<file path="config.mk">
export PLATFORM = sky130hd
export DESIGN_NAME = tablet_record_framer_decoder
export DESIGN_NICKNAME = d
export VERILOG_FILES = /design/src/rtl/trfd_pkg.sv /design/src/rtl/trfd_decode.sv /design/src/rtl/tablet_record_framer_decoder.sv
export SDC_FILE = /design/constraint.sdc
export NUM_CORES = 1
export LEC_CHECK = 0
export ABC_AREA = 1
export BUFFER_PORTS_ARGS = -buffer_cell sky130_fd_sc_hd__buf_4
export CAP_MARGIN = 40
export CELL_PAD_IN_SITES_DETAIL_PLACEMENT = 1
export CELL_PAD_IN_SITES_GLOBAL_PLACEMENT = 1
export CORE_MARGIN = 10
export CORE_UTILIZATION = 41
export CTS_CLUSTER_SIZE = 30
export DETAILED_ROUTE_END_ITERATION = 16
export PLACE_DENSITY_LB_ADDON = 0.1
export SLEW_MARGIN = 20
export SYNTH_ARGS = -nofsm -noshare
export SYNTH_HDL_FRONTEND = slang
export SYNTH_SLANG_ARGS = --single-unit
</file>
<file path="constraint.sdc">
create_clock -name i_clk -period 5.21 [get_ports i_clk]
set_input_delay 0.521 -clock i_clk [delete_from_list [all_inputs] [get_ports i_clk]]
set_output_delay 0.521 -clock i_clk [all_outputs]
set_load 0.02 [all_outputs]
</file>
<file path="src/rtl/trfd_pkg.sv">
`timescale 1ns / 1ps
// Shared types, constants and lookup functions for the tablet record framer.
// Used by trfd_decode and tablet_record_framer_decoder; depends on nothing.
package trfd_pkg;

    localparam int MAX_RECORD_BYTES = 17;
    localparam int BUF_IDX_W        = $clog2(MAX_RECORD_BYTES);
    localparam int FILL_W           = $clog2(MAX_RECORD_BYTES + 1);

    // Tablet type register codes.
    localparam logic [3:0] TT_OFF        = 4'd0;
    localparam logic [3:0] TT_LOW5_A     = 4'd1;
    localparam logic [3:0] TT_LOW5_B     = 4'd2;
    localparam logic [3:0] TT_EIGHT      = 4'd3;
    localparam logic [3:0] TT_TRACKER    = 4'd4;
    localparam logic [3:0] TT_NEW5_PROX  = 4'd5;
    localparam logic [3:0] TT_SIX_PROX   = 4'd6;
    localparam logic [3:0] TT_NEW5       = 4'd7;
    localparam logic [3:0] TT_SIX        = 4'd8;
    localparam logic [3:0] TT_RESET      = TT_LOW5_A;

    typedef logic [2:0] t_kind;

    // Record formats.
    localparam t_kind KIND_NONE    = 3'd0;
    localparam t_kind KIND_OLD5    = 3'd1;
    localparam t_kind KIND_EIGHT   = 3'd2;
    localparam t_kind KIND_TRACKER = 3'd3;
    localparam t_kind KIND_NEW5    = 3'd4;
    localparam t_kind KIND_SIX     = 3'd5;

    localparam logic [7:0]  SYNC_STD_MASK    = 8'h80;
    localparam logic [7:0]  SYNC_NEW5_MASK   = 8'h40;
    localparam logic [15:0] INPROX           = 16'h8000;
    localparam logic [15:0] PROX_BIT         = 16'h0010;
    localparam logic [6:0]  KEY_SPACE        = 7'h20;
    localparam logic [5:0]  OLD5_BUTTON_MIN  = 6'd30;
    localparam logic [13:0] PROX_MIN_X       = 14'd256;
    localparam logic [4:0]  PRESS_BUTTON_MIN = 5'd16;

    typedef logic [MAX_RECORD_BYTES-1:0][6:0] t_rec;

    typedef struct packed {
        logic [20:0] x;
        logic [20:0] y;
        logic [15:0] z;
        logic [15:0] azimuth;
        logic [15:0] pitch;
        logic [15:0] roll;
        logic [15:0] status;
        logic [4:0]  pressure;
        logic [13:0] tilt;
        logic [6:0]  key;
        logic [15:0] count;
    } t_holds;

    function automatic t_kind kind_of(input logic [3:0] tt);
        t_kind k;
        case (tt) inside
            TT_LOW5_A, TT_LOW5_B: k = KIND_OLD5;
            TT_EIGHT:             k = KIND_EIGHT;
            TT_TRACKER:           k = KIND_TRACKER;
            TT_NEW5_PROX, TT_NEW5: k = KIND_NEW5;
            TT_SIX_PROX, TT_SIX:  k = KIND_SIX;
            default:              k = KIND_NONE;
        endcase
        return k;
    endfunction

    function automatic logic [FILL_W-1:0] size_of(input t_kind k);
        logic [FILL_W-1:0] s;
        case (k)
            KIND_OLD5:    s = FILL_W'(5);
            KIND_EIGHT:   s = FILL_W'(8);
            KIND_TRACKER: s = FILL_W'(17);
            KIND_NEW5:    s = FILL_W'(5);
            KIND_SIX:     s = FILL_W'(6);
            default:      s = '0;
        endcase
        return s;
    endfunction

    function automatic logic prox_of(input logic [3:0] tt);
        return (tt == TT_NEW5_PROX) || (tt == TT_SIX_PROX);
    endfunction

endpackage

</file>
<file path="src/rtl/trfd_decode.sv">
`timescale 1ns / 1ps
// Record decoder: turns one complete record into the next held values.
// Depends on trfd_pkg for the record and hold types and format codes.
module trfd_decode (
    input  trfd_pkg::t_rec   i_rec,
    input  trfd_pkg::t_kind  i_kind,
    input  logic             i_prox,
    input  trfd_pkg::t_holds i_hold,
    output trfd_pkg::t_holds o_hold
);

    logic [15:0] st;
    logic [13:0] x14;
    logic [5:0]  b6;
    logic [3:0]  idx;

    always_comb begin
        o_hold = i_hold;
        st     = '0;
        x14    = '0;
        b6     = '0;
        idx    = '0;
        case (i_kind)
            trfd_pkg::KIND_OLD5: begin
                b6 = i_rec[0][5:0];
                st = i_rec[0][6] ? trfd_pkg::INPROX : 16'd0;
                // Button codes above 036 select one status bit, two codes per bit; code 037 also selects bit 0.
                if (b6 > trfd_pkg::OLD5_BUTTON_MIN) begin
                    idx = b6[5] ? b6[4:1] : 4'd0;
                    st  = st | (16'd1 << idx);
                end
                x14 = {i_rec[1], i_rec[2]};
                if (x14 < trfd_pkg::PROX_MIN_X) begin
                    st = st & ~trfd_pkg::INPROX;
                end
                o_hold.x      = 21'(x14);
                o_hold.y      = 21'({i_rec[3], i_rec[4]});
                o_hold.status = st;
                o_hold.count  = i_hold.count + 16'd1;
            end
            trfd_pkg::KIND_EIGHT: begin
                o_hold.pressure = i_rec[0][6:2];
                st    = trfd_pkg::INPROX;
                st[0] = (i_rec[0][6:2] > trfd_pkg::PRESS_BUTTON_MIN);
                o_hold.status = st;
                o_hold.x      = 21'({i_rec[0][1:0], i_rec[1], i_rec[2]});
                o_hold.y      = 21'({i_rec[3][1:0], i_rec[4], i_rec[5]});
                o_hold.tilt   = {i_rec[7], i_rec[6]};
                o_hold.count  = i_hold.count + 16'd1;
            end
            trfd_pkg::KIND_TRACKER: begin
                o_hold.x       = 21'({i_rec[9][1:0], i_rec[3], i_rec[4]});
                o_hold.y       = 21'({i_rec[9][3:2], i_rec[5], i_rec[6]});
                o_hold.z       = {i_rec[9][5:4], i_rec[7], i_rec[8]};
                o_hold.azimuth = {i_rec[16][1:0], i_rec[10], i_rec[11]};
                o_hold.pitch   = {i_rec[16][3:2], i_rec[12], i_rec[13]};
                o_hold.roll    = {i_rec[16][5:4], i_rec[14], i_rec[15]};
                o_hold.status  = {2'b00, i_rec[0], i_rec[1]};
                // A space in the key byte means no key, so the last key is kept.
                if (i_rec[2] != trfd_pkg::KEY_SPACE) begin
                    o_hold.key = i_rec[2];
                end
            end
            trfd_pkg::KIND_NEW5: begin
                st = trfd_pkg::INPROX | 16'(i_rec[0][5:2]);
                if (i_prox && st[4]) begin
                    st = st & ~(trfd_pkg::PROX_BIT | trfd_pkg::INPROX);
                end
                o_hold.status = st;
                // The two coordinate bytes overlap by one bit in this format.
                o_hold.x     = 21'(13'(i_rec[1]) | (13'(i_rec[2]) << 6));
                o_hold.y     = 21'(13'(i_rec[3]) | (13'(i_rec[4]) << 6));
                o_hold.count = i_hold.count + 16'd1;
            end
            trfd_pkg::KIND_SIX: begin
                o_hold.x = 21'({i_rec[0][1:0], i_rec[1], i_rec[2]});
                o_hold.y = {i_rec[3], i_rec[4], i_rec[5]};
                st = trfd_pkg::INPROX | 16'(i_rec[0][6:2]);
                if (i_prox && st[4]) begin
                    st = st & ~(trfd_pkg::PROX_BIT | trfd_pkg::INPROX);
                end
                o_hold.status = st;
                o_hold.count  = i_hold.count + 16'd1;
            end
            default: begin
            end
        endcase
    end

endmodule

</file>
<file path="src/rtl/tablet_record_framer_decoder.sv">
`timescale 1ns / 1ps
// Top level of the tablet record framer: input register, framing, decode, result.
// Depends on trfd_pkg and trfd_decode.
// A byte accepted into the input register is framed there; a completing byte shows
// its result on o_valid once the result register loads it. Throughput is one byte per
// cycle; a completing byte waits in the input register only while a stalled result is held.
// Reset (synchronous, active low) clears the fill count, all held values and the
// valid flags, and sets the tablet type to 1; the record buffer is not cleared.
module tablet_record_framer_decoder (
    input  logic        i_clk,
    input  logic        i_rst_n,
    input  logic        i_valid,
    output logic        o_stall,
    input  logic [7:0]  i_rx_byte,
    output logic        o_valid,
    input  logic        i_stall,
    output logic [20:0] o_x_position,
    output logic [20:0] o_y_position,
    output logic [15:0] o_z_position,
    output logic [15:0] o_azimuth,
    output logic [15:0] o_pitch_angle,
    output logic [15:0] o_roll_angle,
    output logic [15:0] o_status_bits,
    output logic [4:0]  o_pressure,
    output logic [6:0]  o_x_tilt,
    output logic [6:0]  o_y_tilt,
    output logic [6:0]  o_held_key,
    output logic [15:0] o_sample_count,
    input  logic        psel,
    input  logic        penable,
    input  logic        pwrite,
    input  logic [2:0]  paddr,
    input  logic [31:0] pwdata,
    output logic [31:0] prdata,
    output logic        pready
);

    logic [3:0]                       r_type;
    logic                             r_in_valid;
    logic [7:0]                       r_in_byte;
    logic [trfd_pkg::FILL_W-1:0]      r_fill;
    trfd_pkg::t_rec                   r_buf;
    trfd_pkg::t_holds                 r_hold;
    logic                             r_out_valid;

    trfd_pkg::t_kind                  kind;
    logic [trfd_pkg::FILL_W-1:0]      size;
    logic [7:0]                       sync_mask;
    logic                             restart;
    logic [trfd_pkg::FILL_W-1:0]      wr_idx;
    logic [trfd_pkg::FILL_W-1:0]      n_fill;
    logic                             complete;
    logic                             out_free;
    logic                             proc;
    logic                             cfg_wr;
    trfd_pkg::t_rec                   rec;
    trfd_pkg::t_holds                 n_hold;

    // Configuration port.
    assign pready = 1'b1;
    assign cfg_wr = psel && penable && pwrite && !paddr[2];
    assign prdata = paddr[2] ? 32'd0 : 32'(r_type);

    always_ff @(posedge i_clk) begin
        if (!i_rst_n) begin
            r_type <= trfd_pkg::TT_RESET;
        end else if (cfg_wr) begin
            r_type <= pwdata[3:0];
        end
    end

    // Framing of the byte held in the input register.
    assign kind      = trfd_pkg::kind_of(r_type);
    assign size      = trfd_pkg::size_of(kind);
    assign sync_mask = (kind == trfd_pkg::KIND_NEW5) ? trfd_pkg::SYNC_NEW5_MASK
                                                     : trfd_pkg::SYNC_STD_MASK;
    assign restart   = ((r_in_byte & sync_mask) != 8'd0) || (r_fill >= size);
    assign wr_idx    = restart ? '0 : r_fill;
    assign n_fill    = wr_idx + trfd_pkg::FILL_W'(1);
    assign complete  = (kind != trfd_pkg::KIND_NONE) && (n_fill == size);

    // The decoder sees the buffer with the incoming byte already in its slot.
    always_comb begin
        for (int i = 0; i < trfd_pkg::MAX_RECORD_BYTES; i++) begin
            rec[i] = (wr_idx == trfd_pkg::FILL_W'(i)) ? r_in_byte[6:0] : r_buf[i];
        end
    end

    trfd_decode u_decode (
        .i_rec  (rec),
        .i_kind (kind),
        .i_prox (trfd_pkg::prox_of(r_type)),
        .i_hold (r_hold),
        .o_hold (n_hold)
    );

    // Only a byte that completes a record has to wait for the result register.
    assign out_free = !r_out_valid || !i_stall;
    assign proc     = r_in_valid && (!complete || out_free);
    assign o_stall  = r_in_valid && !proc;

    always_ff @(posedge i_clk) begin
        if (!i_rst_n) begin
            r_in_valid <= 1'b0;
        end else if (i_valid && !o_stall) begin
            r_in_valid <= 1'b1;
        end else if (proc) begin
            r_in_valid <= 1'b0;
        end
    end

    always_ff @(posedge i_clk) begin
        if (i_valid && !o_stall) begin
            r_in_byte <= i_rx_byte;
        end
    end

    always_ff @(posedge i_clk) begin
        if (proc && (kind != trfd_pkg::KIND_NONE)
                && (wr_idx < trfd_pkg::FILL_W'(trfd_pkg::MAX_RECORD_BYTES))) begin
            r_buf[wr_idx[trfd_pkg::BUF_IDX_W-1:0]] <= r_in_byte[6:0];
        end
    end

    always_ff @(posedge i_clk) begin
        if (!i_rst_n) begin
            r_fill      <= '0;
            r_hold      <= '0;
            r_out_valid <= 1'b0;
        end else begin
            if (proc && (kind != trfd_pkg::KIND_NONE)) begin
                r_fill <= n_fill;
            end
            if (proc && complete) begin
                r_hold      <= n_hold;
                r_out_valid <= 1'b1;
            end else if (!i_stall) begin
                r_out_valid <= 1'b0;
            end
        end
    end

    // The held values are the result payload; they change only when a new one is loaded.
    assign o_valid        = r_out_valid;
    assign o_x_position   = r_hold.x;
    assign o_y_position   = r_hold.y;
    assign o_z_position   = r_hold.z;
    assign o_azimuth      = r_hold.azimuth;
    assign o_pitch_angle  = r_hold.pitch;
    assign o_roll_angle   = r_hold.roll;
    assign o_status_bits  = r_hold.status;
    assign o_pressure     = r_hold.pressure;
    assign o_x_tilt       = r_hold.tilt[6:0];
    assign o_y_tilt       = r_hold.tilt[13:7];
    assign o_held_key     = r_hold.key;
    assign o_sample_count = r_hold.count;

    a_fill_bound: assert property (@(posedge i_clk) disable iff (!i_rst_n)
        r_fill <= trfd_pkg::FILL_W'(trfd_pkg::MAX_RECORD_BYTES))
        else $error("fill count beyond record buffer depth");

    a_stall_cause: assert property (@(posedge i_clk) disable iff (!i_rst_n)
        o_stall |-> (r_out_valid && i_stall && complete))
        else $error("input stalled without a blocked result");

    a_count_bump: assert property (@(posedge i_clk) disable iff (!i_rst_n)
        (proc && complete && (kind != trfd_pkg::KIND_TRACKER))
        |=> (r_hold.count == $past(r_hold.count) + 16'd1))
        else $error("sample count not bumped on decoded record");

    a_disabled_idle: assert property (@(posedge i_clk) disable iff (!i_rst_n)
        (r_in_valid && (kind == trfd_pkg::KIND_NONE)) |=> ($stable(r_fill) && !$rose(o_valid)))
        else $error("disabled type changed framing state");

endmodule
</file>
Word-level counts from Yosys, hierarchy flattened:

Cells that the tools add are included.
W data, S select, Z words.

* flip-flop bits (word level): 302
* latch bits: 0
* RAM bits: 0
* memory bits (read-only): 0
* bits of input ports: 50
* output and inout bits: 199
* logic and storage cells: 156
* memories kept: 0

* add/sub/neg operators: 2
* $mul: 0
* div/mod/pow operators: 0
* $lt $le $gt $ge: 7
* equality and inequality tests: 32
* shifts and indexed selects: 1
* multiplexer cells: 40
* bitwise logic cells: 4
* reductions and logical operators: 37

Operators by type and width (count)
* $pmux W42 S5: 1
* $bwmux W119: 1
* $mux W7: 16
* $pmux W16 S5: 1
* $mux W16: 4
* $eq A5 B4 Y1 const B: 8
* $demux W7 S5: 1
* $or A7 B13 Y13: 2
* $eq A5 B3 Y1 const B: 4
* $pmux W5 S4: 1
* $add A16 B1 Y16 const B: 1
* $eq A4 B3 Y1 const B: 4
* $or A16 B16 Y16: 1
* $shl A1 B4 Y16 const A: 1
* $mux W3: 5
* $lt A14 B9 Y1 const B: 1
* $logic_and A1 B1 Y1: 12
* $mux W6: 2
* $eq A5 B2 Y1 const B: 2
* $and A8 B8 Y8: 1
* $eq A4 B2 Y1 const B: 2
* $mux W4: 2
* $mux W8: 1
* $reduce_and A2 Y1: 4
* other kinds (29): 45

Longest topological paths before layout:

* word-level depth: 24
* mapped depth: 36
* mapped depth without buffers: 36

By module:

Synthesis repeated with hierarchy kept, for this count alone.

* cell total of the unflattened synthesis: 2421
* area, all modules: 16299.4 um^2

By module, submodules not included
* tablet_record_framer_decoder: times used 1, cells each 1682, area an instance 13152.6 um^2, seq. area each 7317.0 um^2
* trfd_decode: times used 1, cells each 739, area an instance 3146.8 um^2, seq. area each 0.0 um^2

Worst setup path after synthesis:

No wires, ideal clock.

* path kind: register to register
* start point: reg r_type[0]
* end point: reg r_buf[0] (netlist bit) (enable)
* library setup time: 0.360 ns
* data arrival time: 4.301 ns
* data required time: 4.850 ns
* path slack: 0.549 ns
* stages on the path, launching flop included: 31
* buffers on the path: 3
* clock period less this slack: 4.661 ns
* path through: dfxtp_1 -> nor2_2 -> nand2_1 -> buf_2 -> clkbuf_1 -> ha_1 -> a21oi_1 -> nand2_1 -> nor2_4 -> nand2_1 -> nor2_1 -> ha_1 -> nand3_1 -> nor2_1 -> ha_1 -> inv_1 -> nand2_1 -> nand2_1 -> clkinv_1 -> o21ai_1 -> nor2_1 -> nand2_1 -> nor2_1 -> nand3_1 -> nor2_4 -> nand2_1 -> nand2_1 -> nor2_1 -> o21ai_1 -> buf_2 -> nor2_1

* word-level cells in the longest chain between the ends: 21
* elaborated cells on any way between the ends: 39
* classes of those cells: 1 x add/sub; 2 x order compare; 14 x eq/ne; 8 x mux; 1 x bitwise; 13 x reduce/logical

RTL lines
* start: declaration: line tablet_record_framer_decoder.sv:38 `logic [3:0] r_type;`
* start signal: assignment: line tablet_record_framer_decoder.sv:66 `r_type <= trfd_pkg::TT_RESET;`
* start signal: assignment: line tablet_record_framer_decoder.sv:68 `r_type <= pwdata[3:0];`
* $eq A4 B3 Y1 / $eq A4 B4 Y1 (equally long branches): line tablet_record_framer_decoder.sv:73 `assign kind = trfd_pkg::kind_of(r_type);`
* $reduce_or A2 Y1: line trfd_pkg.sv:59 `case (tt) inside`
* $mux W3 (4 in a row): line trfd_pkg.sv:59
* $mux W3 (*): line trfd_pkg.sv:59
* $eq A3 B3 Y1 / $eq A3 B1 Y1 (equally long branches)
* $reduce_or A2 Y1 (no source line) / $mux W8 (equally long branches)
* $pmux W5 S4 / $and A8 B8 Y8 (equally long branches): line trfd_pkg.sv:72, tablet_record_framer_decoder.sv:77
* $ge A5 B5 Y1 / $reduce_bool A8 Y1 (equally long branches): line tablet_record_framer_decoder.sv:77 `assign restart = ((r_in_byte & sync_mask) != 8'd0) || (r_fill >= size);`
* [... 2 more ...]
* $add A5 B1 Y5: line tablet_record_framer_decoder.sv:79 `assign n_fill = wr_idx + trfd_pkg::FILL_W'(1);`
* $eq A5 B5 Y1: line tablet_record_framer_decoder.sv:80 `assign complete = (kind != trfd_pkg::KIND_NONE) && (n_fill == size);`
* $logic_and A1 B1 Y1: line tablet_record_framer_decoder.sv:80
* $logic_not A1 Y1: line tablet_record_framer_decoder.sv:99 `assign proc = r_in_valid && (!complete || out_free);`
* $logic_or A1 B1 Y1: line tablet_record_framer_decoder.sv:99
* $logic_and A1 B1 Y1: line tablet_record_framer_decoder.sv:99
* $logic_and A1 B1 Y1: line tablet_record_framer_decoder.sv:119 `if (proc && (kind != trfd_pkg::KIND_NONE)`
* $logic_and A1 B1 Y1 (*): line tablet_record_framer_decoder.sv:120 `&& (wr_idx < trfd_pkg::FILL_W'(trfd_pkg::MAX_RECORD_BYTES))) begin`
* end signal: indexed assignment: line tablet_record_framer_decoder.sv:121 `r_buf[wr_idx[trfd_pkg::BUF_IDX_W-1:0]] <= r_in_byte[6:0];`
* end: declaration: line tablet_record_framer_decoder.sv:42 `trfd_pkg::t_rec r_buf;`

Mark *: on every way between the ends. The rest lies on a longest branch, timed or not.
A chain may end at the register's enable or synchronous reset.

Final worst setup path:

* start point: reg r_type[1]
* end point: out o_stall

* word-level cells in the longest chain between the ends: 21
* elaborated cells on any way between the ends: 38
* classes of those cells: 1 x add/sub; 1 x order compare; 14 x eq/ne; 8 x mux; 1 x bitwise; 13 x reduce/logical

RTL lines
* $eq A4 B3 Y1 / $eq A4 B4 Y1 (equally long branches): line tablet_record_framer_decoder.sv:73
* $reduce_or A2 Y1: line trfd_pkg.sv:59
* $mux W3 (4 in a row): line trfd_pkg.sv:59
* $mux W3 (*): line trfd_pkg.sv:59
* $eq A3 B3 Y1 / $eq A3 B1 Y1 (equally long branches)
* $reduce_or A2 Y1 (no source line) / $mux W8 (equally long branches)
* $pmux W5 S4 / $and A8 B8 Y8 (equally long branches): line trfd_pkg.sv:72, tablet_record_framer_decoder.sv:77
* $ge A5 B5 Y1 / $reduce_bool A8 Y1 (equally long branches): line tablet_record_framer_decoder.sv:77
* [... 2 more ...]
* $add A5 B1 Y5: line tablet_record_framer_decoder.sv:79
* $eq A5 B5 Y1: line tablet_record_framer_decoder.sv:80
* $logic_and A1 B1 Y1 (*): line tablet_record_framer_decoder.sv:80
* $logic_not A1 Y1 (*): line tablet_record_framer_decoder.sv:99
* $logic_or A1 B1 Y1 (*): line tablet_record_framer_decoder.sv:99
* $logic_and A1 B1 Y1 (*): line tablet_record_framer_decoder.sv:99
* $logic_not A1 Y1 (*): line tablet_record_framer_decoder.sv:100 `assign o_stall = r_in_valid && !proc;`
* $logic_and A1 B1 Y1 (*): line tablet_record_framer_decoder.sv:100
* end: declaration: line tablet_record_framer_decoder.sv:13 `output logic o_stall,`

Marks and branches as above.

==> results by group <==
Outcome
  • Run status: finished clean

Synth
  • Post-synthesis mux area share: 0
  • Synth Instances: 1681
  • Post-synthesis xor/xnor area fraction: 0.00715
  • Mapped Avg Cell Area: about 8 um^2
  • Async S/R FF share, synth: 0
  • Top_reg_cell synth: dfxtp_1
  • Warnings from Yosys: 0
  • Netlist cell types: 40
  • EDFF count, synth: around 130
  • Mapped Area: 13500 um^2
  • Seq/Total Area, Yosys: 0.531
  • Simple-gate share of the synthesized area: 0.232
  • Adder-cell area share of the yosys netlist: 0.0102
  • Compound-cell area share of the yosys netlist: 0.138
  • Largest family of logic cells by synthesized area: simple AND/OR/NAND/NOR gates
  • Synthesized flop and latch total: between 200 and 300

Timing
  • FMAX: 0.204 GHz
  • Final setup vio count: 0
  • Pins Over Slew Limit: 0
  • Fin Clk Skew: 14.1 ps
  • Final Cycle Share: 0.941
  • Final Hold Viols: 0
  • Worst Max-Slew Pin Slew: roughly 820 ps
  • Relative max-transition margin: 0.450
  • Final Worst Setup Slack: 306 ps
  • Final Critical Period: 4900 ps

Critical path
  • Crit path launch type: flip-flop
  • Max incr delay on CP: 360 ps
  • Crit path required time: 4690 ps
  • Critical path type: flip-flop to output pin
  • CP dominant cell by count: nand2_1
  • Critical path capture point type: output pin
  • Slowest stage cell, crit path: dfxtp_2
  • Crit path max-delay family: simple AND/OR/NAND/NOR gates
  • CP Data Arrival Time: between 4000 and 5000 ps
  • Buf/Inv on CP: 7
  • Crit path max fanout: 6

Drt
  • Vias: between 10000 and 15000
  • Antenna-violating nets left: 0
  • WL/cell: approximately 20 um
  • Vias per cell: 5.20
  • Drt pass-1 iters: 5
  • Total wire length: 47600 um
  • Residual DRC: 0
  • Initial drt markers: roughly 740

Min path
  • Min-Delay Path Class: primary input to flip-flop

Place
  • Placer congestion estimate: ~0.93
  • HPWL reported at the end of detailed placement: between 30000 and 40000 um
  • I/O Buffers: roughly 180
  • Dpl ws: 169 ps

Clock tree
  • Num CTS Buffers: 35
  • Clk buf depth: 3
  • Clk root buf: clkbuf_16
  • Clock slew at reported path FFs: 60 ps
  • CTS tree: built
  • Skew-Pair Late Insertion Delay: between 500 and 600 ps
  • CTS Hold Bufs: 0
  • Clock Sink Count: between 200 and 300
  • H-tree Lvls: 2

Job
  • MaxCap Viol Count: 0

Pwr
  • Sw power: 0.00142 W
  • Pleak: 7.15 nW
  • Pint: approximately 0.0042 W
  • Part of the power in the clock network: 0.459
  • Comb power frac: 0.104
  • Power Density: 332 nW/um^2
  • Design Power: 0.00565 W
  • VDD IR-drop max: between 0.0002 and 0.00025 V
  • Net Sw Frac: 0.252
  • Flop pwr share: 0.437

Die
  • Core area: 32500 um^2
  • Overall die height: 201 um
  • Starting density of the core: 0.415
  • DIE AREA: 40500 um^2
  • Die width: 201 um
  • Row count: 66
  • Io pins: 249

Global routing
  • Largest net degree at the start of global routing: 65
  • Vias in the first global route: 12700
  • Initial antenna violation count: 0
  • First-pass GRT wire length: 72500 um
  • Tot GR Track Use: 0.223
  • GRT overflow: 0

Cells and area
  • Area growth from synthesis to final layout: 26.3%
  • Most frequent cells in the layout: nand2_1 (514), buf_4 (269), dfxtp_1 (166)
  • Diodes inserted: 0
  • Nets: 1975
  • Share of cells above drive strength 1: 0.202
  • Leading cell type in the layout, fill and taps excluded: nand2_1
  • Layout fillers: approximately 4000
## kinds of logic (layout without fill, tap and decap cells)
| kind of cell | Yosys count | in the layout |
|---|---|---|
| buffers and inverters | 239 | 465 |
| flip-flops | 295 | 295 |
| other | 2 | 34 |
| XOR/XNOR | 11 | 11 |
| adder cells (fa/ha/maj) | 11 | 11 |
| AND/OR/NAND/NOR | 771 | 771 |
| AO/OA/AOI/OAI | 352 | 352 |
## through the flow
stage,instance area (um^2),setup TNS (ps),cells,hold WS (ps),util
4_1_cts,16900,0,2372,167,0.520
6_report,17000,0,2381,189,0.524
3_5_place_dp,15600,0,2310,457,0.482
5_1_grt,17000,-3.37,2381,164,0.524
3_3_place_gp,15600,0,2309,453,0.481
2_1_floorplan,13600,0,1713,489,-
## Yosys cell counts, types with 3 or more instances
cell type / n / area share
nor3_1: 14 / 0.0052
a21oi_1: 159 / 0.059
clkbuf_1: 45 / 0.013
inv_1: 111 / 0.031
o21ai_1: 5 / 0.0019
buf_1: 4 / 0.0011
edfxtp_1: 125 / 0.28
nand3_1: 60 / 0.022
o21a_1: 5 / 0.0028
nor2_4: 3 / 0.0025
nand4_1: 9 / 0.0042
dfxtp_1: 170 / 0.25
nand2_2: 4 / 0.0019
inv_2: 11 / 0.0031
o21ai_0: 149 / 0.055
o22ai_1: 12 / 0.0056
a31oi_1: 3 / 0.0014
clkinv_1: 3 / 0.00084
ha_1: 11 / 0.010
xor2_1: 7 / 0.0046
buf_4: 42 / 0.023
or2_2: 7 / 0.0033
o211ai_1: 9 / 0.0050
xnor2_1: 4 / 0.0026
nor2_1: 142 / 0.040
nor2_2: 8 / 0.0037
o221ai_1: 3 / 0.0020
nand2_1: 517 / 0.14
buf_2: 22 / 0.0082
## state kept, by name, indices dropped and copies added, names as in the netlist, 5 cells and up
register / flops
o_azimuth: 16
o_held_key: 7
o_pitch_angle: 16
o_pressure: 5
o_roll_angle: 16
o_sample_count: 16
o_status_bits: 16
o_x_position: 16
o_x_tilt: 7
o_y_position: 21
o_y_tilt: 7
o_z_position: 16
r_buf: 117
r_fill: 5
r_in_byte: 8
## final timing paths
check	start	cells past startpoint	to	slack (ps)
worst max register to register	r_type[1]	35	o_sample_count[8]	640
worst min register to register	o_y_tilt[6]	2	o_y_tilt[6]	460
worst min-delay path	i_rx_byte[6]	1	r_in_byte[6]	190
worst max-delay path	r_type[1]	32	o_stall	310
## routing by layer
layer	GRT usage	wire (um)
met4	0.0593	894
met3	0.0410	2660
met2	0.394	23900
met5	0	0
met1	0.274	20100
## layout make-up
class / count / area [um^2] / share of cell area
sequential: 295 / 7160 / 0.421
multi-input combinational: 1179 / 5420 / 0.318
timing repair buffer: 278 / 2190 / 0.128
clock buffer: 45 / 1020 / 0.0597
tap: 442 / 553 / 0.0325
inverter: 125 / 473 / 0.0278
clock inverter: 17 / 205 / 0.0121
## worst register-to-register path, delay by kind of cell, from the launching register on
kind / cells / cell delay [ps]
simple gates: 22 / 2210
buf+inv: 8 / 900
fa+ha+maj: 3 / 740
flops: 1 / 360
compound gates: 2 / 270
## repair_timing
| action | CTS | global route |
|---|---|---|
| setup endpoints to repair | 1 | 9 |
| resized for setup | 9 | 14 |
| setup buffers | 0 | 6 |
| pin swaps | 0 | 7 |
## power by group through the flow
| stage | clock [W] | combinational [W] | sequential (W) |
|---|---|---|---|
| floorplan | 0 | 0.000311 | 0.00254 |
| global placement | 0 | 0.000553 | 0.00252 |
| detailed placement | 0 | 0.000565 | 0.00252 |
| CTS | 0.00264 | 0.000570 | 0.00247 |
| global route | 0.00273 | 0.000633 | 0.00247 |
| finish | 0.00260 | 0.000587 | 0.00247 |
Note: power is estimated with default switching activity, not from simulation.
